File: src/sv/bsft_pkg.sv
// Shared types and constants of the B-spline forward-difference tessellator.
// Depends on nothing; bsft_dp, bsft_ctl, the top unit and the bench use it.
package bsft_pkg;

  // step count register
  localparam int STEPS_W = 7;
  localparam logic [STEPS_W-1:0] STEPS_RESET = 7'd17;

  // configuration register indexes
  localparam logic REG_STEPS = 1'b0;

  // divisions done for each span, in issue order
  typedef enum logic [1:0] {
    SEL_BASE = 2'd0,  // first vertex, divided by six
    SEL_D1   = 2'd1,  // first difference
    SEL_D2   = 2'd2,  // second difference
    SEL_D3   = 2'd3   // third difference
  } dsel_t;

  // controller to datapath
  typedef struct packed {
    logic       accept;     // point word taken this cycle
    logic       store;      // point only fills the window
    logic [1:0] slot;       // window slot for a stored point
    logic       prep1;      // first product stage
    logic       prep2;      // second product stage
    logic       div_start;  // launch the dividers
    dsel_t      div_sel;    // which value to divide
    logic       fix;        // scale the base remainder
    logic       emit;       // load a vertex and step the differences
    logic       last;       // vertex closes the span
  } ctl_cmd_t;

  // datapath to controller
  typedef struct packed {
    logic div_done;  // divider results valid
    logic out_free;  // output register can take a vertex
    logic last;      // next vertex is the last of the span
    logic n_zero;    // current step count gives no vertices
  } ctl_status_t;

endpackage

File: src/sv/bsft_ctl.sv
// Controller: point counting, span sequencing, divider issue and vertex emission.
// Uses bsft_pkg command and status types.
module bsft_ctl (
  input  logic                   clk,
  input  logic                   rst,
  input  logic                   in_valid,
  input  logic                   curve_start,
  output logic                   in_ready,
  input  bsft_pkg::ctl_status_t  status,
  output bsft_pkg::ctl_cmd_t     cmd
);

  typedef enum logic [2:0] {
    ST_IDLE, ST_PREP1, ST_PREP2, ST_DIV_GO, ST_DIV_WAIT, ST_FIX, ST_EMIT
  } state_t;

  state_t          state, state_next;
  logic [1:0]      seen, seen_next, seen_eff;
  bsft_pkg::dsel_t sel, sel_next;

  assign in_ready = (state == ST_IDLE);
  assign seen_eff = curve_start ? 2'd0 : seen;

  // next state and commands
  always_comb begin
    state_next = state;
    seen_next  = seen;
    sel_next   = sel;
    cmd        = '0;
    cmd.div_sel = sel;
    unique case (state)
      ST_IDLE: begin
        if (in_valid) begin
          cmd.accept = 1'b1;
          if (seen_eff != 2'd3) begin
            cmd.store = 1'b1;
            cmd.slot  = seen_eff;
            seen_next = seen_eff + 2'd1;
          end else begin
            seen_next = 2'd3;
            if (!status.n_zero) state_next = ST_PREP1;
          end
        end
      end
      ST_PREP1: begin
        cmd.prep1  = 1'b1;
        state_next = ST_PREP2;
      end
      ST_PREP2: begin
        cmd.prep2  = 1'b1;
        sel_next   = bsft_pkg::SEL_BASE;
        state_next = ST_DIV_GO;
      end
      ST_DIV_GO: begin
        cmd.div_start = 1'b1;
        state_next    = ST_DIV_WAIT;
      end
      ST_DIV_WAIT: begin
        if (status.div_done) begin
          if (sel == bsft_pkg::SEL_D3) begin
            state_next = ST_FIX;
          end else begin
            sel_next   = bsft_pkg::dsel_t'(sel + 2'd1);
            state_next = ST_DIV_GO;
          end
        end
      end
      ST_FIX: begin
        cmd.fix    = 1'b1;
        state_next = ST_EMIT;
      end
      ST_EMIT: begin
        if (status.out_free) begin
          cmd.emit = 1'b1;
          cmd.last = status.last;
          if (status.last) state_next = ST_IDLE;
        end
      end
      default: state_next = ST_IDLE;
    endcase
  end

  always_ff @(posedge clk) begin
    if (rst) begin
      state <= ST_IDLE;
      seen  <= 2'd0;
      sel   <= bsft_pkg::SEL_BASE;
    end else begin
      state <= state_next;
      seen  <= seen_next;
      sel   <= sel_next;
    end
  end

endmodule

File: config.mk
export PLATFORM = sky130hd
export DESIGN_NAME = bsft_ctl
export DESIGN_NICKNAME = d
export VERILOG_FILES = /design/src/sv/bsft_pkg.sv /design/src/sv/bsft_ctl.sv
export SDC_FILE = /design/constraint.sdc
export NUM_CORES = 1
export LEC_CHECK = 0
export BUFFER_PORTS_ARGS = -buffer_cell sky130_fd_sc_hd__clkbuf_2
export CAP_MARGIN = 20
export CORE_AREA = 2 2 39 41
export DETAILED_ROUTE_END_ITERATION = 16
export DIE_AREA = 0 0 41 43
export GPL_ROUTABILITY_DRIVEN = 0
export GPL_TIMING_DRIVEN = 0
export PLACE_DENSITY = 0.69
export SLEW_MARGIN = 20
export SYNTH_ARGS = -nofsm -noshare
export SYNTH_HDL_FRONTEND = slang
export SYNTH_SLANG_ARGS = --single-unit
File: constraint.sdc
create_clock -name clk -period 3.5 [get_ports clk]
set_input_delay 0.175 -clock clk [delete_from_list [all_inputs] [get_ports clk]]
set_output_delay 0.175 -clock clk [all_outputs]
set_load 0.01 [all_outputs]
==> results.py, run 1 <==
metrics = {
    "outcome": {
        "outcome": "finished, final reports clean",
    },
    "cells_and_area": {
        "fin_cells": 102,
        "final_cell_mix": "clkbuf_2 (19), nor2_1 (8), dfxtp_1 (7)",
        "final_common_cell": "clkbuf_2",
        "multi_input_area_um2": 337,
        "syn2layout_area_growth_pct": 26.7,
        "drive_gt1_share_pct": 43.0,
        "fill_cells": 139,
        "seq_area_um2": 140,
        "n_antenna_cell": 0,
        "fin_nets": 96,
    },
    "setup_path": {
        "criticalPathCategory": "reg2out",
        "cp.required_ns": 3.32,
        "worstPathArrival_ns": 1.36,
        "max_stage_delay_ns": 0.30,
        "critPathCaptureType": "output pin",
        "worst-path-max-fanout": 10,
        "cp_cell_sequence": "buf_6 > nor2_4 > nand3_4 > nor4b_1 > clkbuf_2",
        "cp-start-kind": "flop",
        "cpMaxStageDelayCell": "dfxtp_1",
    },
    "global_route": {
        "grt_pass1_wl_mm": 1.92,
        "grt_max_degree": 11,
        "antenna_found_initial": 0,
        "globalRoute.totalOverflow": 0,
        "grt.total_usage_pct": 16.1,
        "grt_pass1_vias": 433,
    },
    "cts": {
        "ctsResizeCount": 0,
        "clockBufferDepth": 2,
        "clockRootBuffer": "clkbuf_4",
        "post_cts_buffers": 0,
        "cts_sinks": 7,
        "ctsHtreeMaxLevel": 1,
        "holdBufCountCts": 0,
        "insertion_delay_ns": 0.25,
        "cts_tree": "done",
        "numCtsBuffers": 3,
        "clk_pin_slew_worst_paths_ns": 0.05,
    },
    "route": {
        "vias": 524,
        "ant_nets": 0,
        "drt-pass1-iter-count": 2,
        "wire_per_inst_um": 11.1,
        "drtIter0Drc": 4,
        "wl_mm": 1.13,
        "drc": 0,
        "routed_via_density": 5.14,
    },
    "synth": {
        "synth_nets": 72,
        "ys_seq_elements": 7,
        "async_flop_share_pct": 0,
        "netlist-cell-type-count": 33,
        "yosysWarnings": 0,
        "synth_edf_count": 0,
        "ys_seq_area_share_pct": 26.4,
        "syn_avg_cell_area_um2": 8.42,
        "ys.flop_type": "dfxtp_1",
        "netlist_area_um2": 531,
        "netlist_instances": 63,
    },
    "sta": {
        "fin_crit_ns": 1.53,
        "max_freq_ghz": 0.652,
        "finalSetupViolCount": 0,
        "slew_viol_final": 0,
        "slew_headroom_pct": 81.9,
        "finalHoldViolCount": 0,
        "rsz0062_at_grt": "no",
        "tightest_slew_ns": 0.271,
        "finalCritPeriodShare_pct": 43.8,
        "tns_ns": 0,
        "fin_skew_ns": 0.00245,
    },
    "floorplanning": {
        "io_pins": 21,
        "die_w_um": 41,
        "design.core.area_mm2": 0.00138,
        "initial_core_util_pct": 38.3,
        "die_area_mm2": 0.00176,
        "fp.dieH_um": 43,
        "std_cell_rows": 14,
    },
    "power": {
        "p_leak_nw": 0.304,
        "powerDensity_mw_per_mm2": 265,
        "ir_drop_v": 0.000133,
    },
    "placed_design": {
        "dp.cells": 98,
        "port_buffers": 19,
        "dp_hpwl_um": 870,
    },
    "worst_hold_path": {
        "hp-class": "in2reg",
    },
    "flow_run": {
        "max_cap_viol_count": 0,
    },
}
-- flip-flops by register name (all words and copies together), names as in the netlist --
signal  cells
state       3
seen        2
sel         2
-- power by group --
group          total [W]  switching [W]  internal, W
registers      0.0000835     0.00000210    0.0000814
logic          0.0000199      0.0000107   0.00000918
clock network  0.0000748      0.0000312    0.0000436
total           0.000178      0.0000440     0.000134
-- synth_stat cells, types with 2 or more instances --
cell,instances,area (µm²)
nor2_1,8,30.0
o21ai_0,3,15.0
inv_2,2,7.51
dfxtp_1,7,140
mux2i_1,2,20.0
nor3_1,6,30.0
nand2b_1,2,12.5
inv_1,2,7.51
buf_6,2,22.5
buf_2,2,10.0
nand3b_1,2,15.0
and3_1,3,18.8
nand2_1,2,7.51
-- through the flow --
step	setup WS, ns	total power (W)	hold WS (ns)	area, µm²	util (%)
finish	1.97	0.000178	0.192	672	48.6
global route	1.87	0.000190	0.197	672	48.6
CTS	1.94	0.000182	0.188	672	48.6
detailed placement	2.17	0.000105	0.463	646	46.7
global placement	2.17	0.000105	0.446	646	46.7
floorplan	2.21	0.0000963	0.268	531	-
-- worst paths after layout --
check              start  endpoint  slack, ns  cells after the start
min reg2reg       sel[1]    sel[1]       0.52                      2
min          curve_start   seen[1]       0.19                      2
max reg2reg       sel[0]    sel[0]       2.17                      5
max             state[0]    cmd[9]       1.97                      5
-- layer usage --
layer  GRT usage (%)  vias to the layer above  share of wire, %
li1                -                      271                 -
met5               0                        -                 0
met3            3.14                        2               6.8
met4            10.0                        0               1.2
met1            22.0                      234                46
met2            22.2                       17                46
-- worst max-delay path, delay by kind of cell (launching register included) --
| kind | cells | cell delay, ns |
|---|---|---|
| simple gates | 3 | 0.49 |
| buf+inv | 2 | 0.32 |
| flops | 1 | 0.30 |
-- kinds of logic (layout without fill, tap and decap cells) --
group	after synthesis	count (layout)	share of synthesized area, %
AO/OA/AOI/OAI	10	10	14.1
adder cells (fa/ha/maj)	1	1	2.36
buffers and inverters	9	32	10.1
flip-flops	7	7	26.4
multiplexers	2	2	3.77
AND/OR/NAND/NOR	34	34	43.2
-- cell type report --
| type | count | area share, % |
|---|---|---|
| Multi-Input combinational cell | 47 | 50.1 |
| Sequential cell | 7 | 20.9 |
| Buffer | 4 | 4.84 |
| Tap cell | 16 | 2.98 |
| Timing Repair Buffer | 19 | 14.2 |
| Clock buffer | 4 | 3.91 |
| Inverter | 5 | 3.17 |
No activity file was read; power rests on OpenSTA's default activity.
==> inputs of run 2 (changes only) <==
--- a/config.mk
+++ b/config.mk
@@ -12,7 +12,7 @@
 export DIE_AREA = 0 0 41 43
 export GPL_ROUTABILITY_DRIVEN = 0
 export GPL_TIMING_DRIVEN = 0
-export PLACE_DENSITY = 0.69
+export PLACE_DENSITY = 0.71
 export SLEW_MARGIN = 20
 export SYNTH_ARGS = -nofsm -noshare
 export SYNTH_HDL_FRONTEND = slang
==> constraint.sdc (replaced) <==
create_clock -name clk -period 1.4 [get_ports clk]
set_input_delay 0.07 -clock clk [delete_from_list [all_inputs] [get_ports clk]]
set_output_delay 0.07 -clock clk [all_outputs]
set_load 0.01 [all_outputs]
==> run 2 against run 1 <==
  * The flow now finishes with violations (setup timing)
  * Core utilization up 5.9 points
  * First-iteration DRC count grew 75%
  * Die area unchanged
  * Final cell count rose by 7.8%
  * Sequential cell count did not move
  * Critical path type unchanged
==> results.py, run 2 (synthesized netlist as in run 1, its figures left out) <==
metrics = {
    "route": {
        "vias": 562,
        "ant_nets": 0,
        "routed_via_density": 5.11,
        "drtIter0Drc": 7,
        "wl_mm": 1.29,
        "wire_per_inst_um": 11.7,
        "drt-pass1-iter-count": 4,
        "drc": 0,
    },
    "cts": {
        "clk_pin_slew_worst_paths_ns": 0.05,
        "insertion_delay_ns": 0.25,
        "clockBufferDepth": 2,
        "numCtsBuffers": 3,
        "ctsHtreeMaxLevel": 1,
        "cts_tree": "done",
        "cts_sinks": 7,
        "clockRootBuffer": "clkbuf_4",
        "holdBufCountCts": 0,
    },
    "floorplanning": {
        "die_w_um": 41,
        "initial_core_util_pct": 38.3,
        "fp.dieH_um": 43,
        "io_pins": 21,
        "design.core.area_mm2": 0.00138,
        "die_area_mm2": 0.00176,
        "std_cell_rows": 14,
    },
    "cells_and_area": {
        "final_common_cell": "clkbuf_2",
        "largest_reg_flops": 3,
        "layout_top_registers": "state (3), seen (2), sel (2)",
        "top_register": "state",
        "drive_gt1_share_pct": 54.3,
        "n_antenna_cell": 0,
        "fin_nets": 104,
        "fin_cells": 110,
        "syn2layout_area_growth_pct": 42.0,
        "final_cell_area_um2": 753,
        "final_cell_mix": "clkbuf_2 (17), buf_4 (9), nor2_1 (8)",
        "final_util_pct": 54.4,
    },
    "setup_path": {
        "cp.required_ns": 1.33,
        "criticalPathCategory": "reg2out",
        "cp-start-kind": "flop",
        "critPathCaptureType": "output pin",
        "worst-path-max-fanout": 4,
        "worstPathArrival_ns": 1.34,
    },
    "power": {
        "pwr-share-seq_pct": 46.5,
        "pwr-share-comb_pct": 12.2,
        "swShare_pct": 24.6,
        "ir_drop_v": 0.000437,
        "powerDensity_mw_per_mm2": 592,
        "p_leak_nw": 0.346,
        "p_sw_w": 0.000110,
        "intPower_w": 0.000336,
        "clkPwrFrac_pct": 41.4,
    },
    "sta": {
        "tns_ns": -0.00765,
        "fin_crit_ns": 1.41,
        "max_freq_ghz": 0.710,
        "finalHoldViolCount": 0,
        "fin_skew_ns": 0.00249,
        "finalSetupViolCount": 1,
        "slew_viol_final": 0,
        "slew_headroom_pct": 84.0,
        "finalCritPeriodShare_pct": 101,
        "tightest_slew_ns": 0.239,
        "setup_ws_ns": -0.00765,
        "rsz0062_at_grt": "yes",
    },
    "flow_run": {
        "max_cap_viol_count": 0,
    },
    "placed_design": {
        "dpl-instance-area_um2": 646,
        "dp.cells": 98,
        "port_buffers": 19,
        "dp_hpwl_um": 898,
    },
    "global_route": {
        "globalRoute.totalOverflow": 0,
        "grt.total_usage_pct": 17.2,
        "grt_pass1_wl_mm": 2.02,
        "grt_pass1_vias": 514,
        "grt_max_degree": 11,
        "antenna_found_initial": 0,
    },
    "worst_hold_path": {
        "hp-class": "in2reg",
    },
    "outcome": {
        "outcome": "complete, but fails checks",
        "violations": "setup timing",
    },
}
==> run 2: changes by cell type in the layout (fill, tap and decap cells not counted), sizes merged <==
| cell | change |
|---|---|
| buf | +10 |
| clkbuf | -2 |
==> run 2: power by group through the flow <==
stage / combinational [W] / sequential, W / clock (W)
5_1_grt: 0.0000595 / 0.000208 / 0.000210
3_3_place_gp: 0.0000494 / 0.000213 / 0
2_1_floorplan: 0.0000290 / 0.000212 / 0
6_report: 0.0000542 / 0.000207 / 0.000184
4_1_cts: 0.0000534 / 0.000209 / 0.000195
3_5_place_dp: 0.0000504 / 0.000213 / 0
==> run 2: area by class of cell <==
cell class              instances  area [µm²]
plain buffers                   3        25.0
clock buffers                   4        26.3
fillers                       128         631
inverters                       5        26.3
multi-input cells              47         345
flip-flops and latches          7         148
well taps                      16        20.0
repair buffers                 28         163
==> run 2: final timing paths <==
check,from,end,slack [ns],cells past startpoint
setup / recovery,state[2],cmd[8],-0.008,5
hold / removal,curve_start,seen[1],0.1,2
setup reg to reg,sel[0],sel[0],0.08,5
hold reg to reg,state[0],state[0],0.49,1
==> run 2: layer usage <==
metal / track usage (%) / vias to the layer above / routed length, µm
met2: 25.6 / 23 / 645
met1: 20.0 / 254 / 552
met4: 12.0 / 0 / 0
met3: 4.71 / 0 / 93
met5: 0 / - / 0
li1: - / 285 / -
==> run 2: through the flow <==
stage	setup slack (ns)	total power, W	hold slack (ns)
final	-0.00765	0.000446	0.0972
after global routing	-0.0622	0.000477	0.103
after CTS	-0.000601	0.000457	0.0891
after detailed placement	0.0712	0.000263	0.352
after global placement	0.0716	0.000262	0.340
after floorplan	0.109	0.000241	0.163
==> run 2: critical path, cell delays in order (launching register included) <==
cell,delay (ns)
dfxtp_4,0.36
buf_8,0.13
inv_8,0.05
nand3_4,0.10
nor4b_4,0.28
buf_2,0.17
==> run 2: what timing repair did <==
item                                   4_1_cts  5_1_grt
gates resized for setup                      2       10
buffers inserted                             3        6
pin swaps                                    1        4
endpoints found under the hold margin        0        0
setup endpoints to repair                    2        7
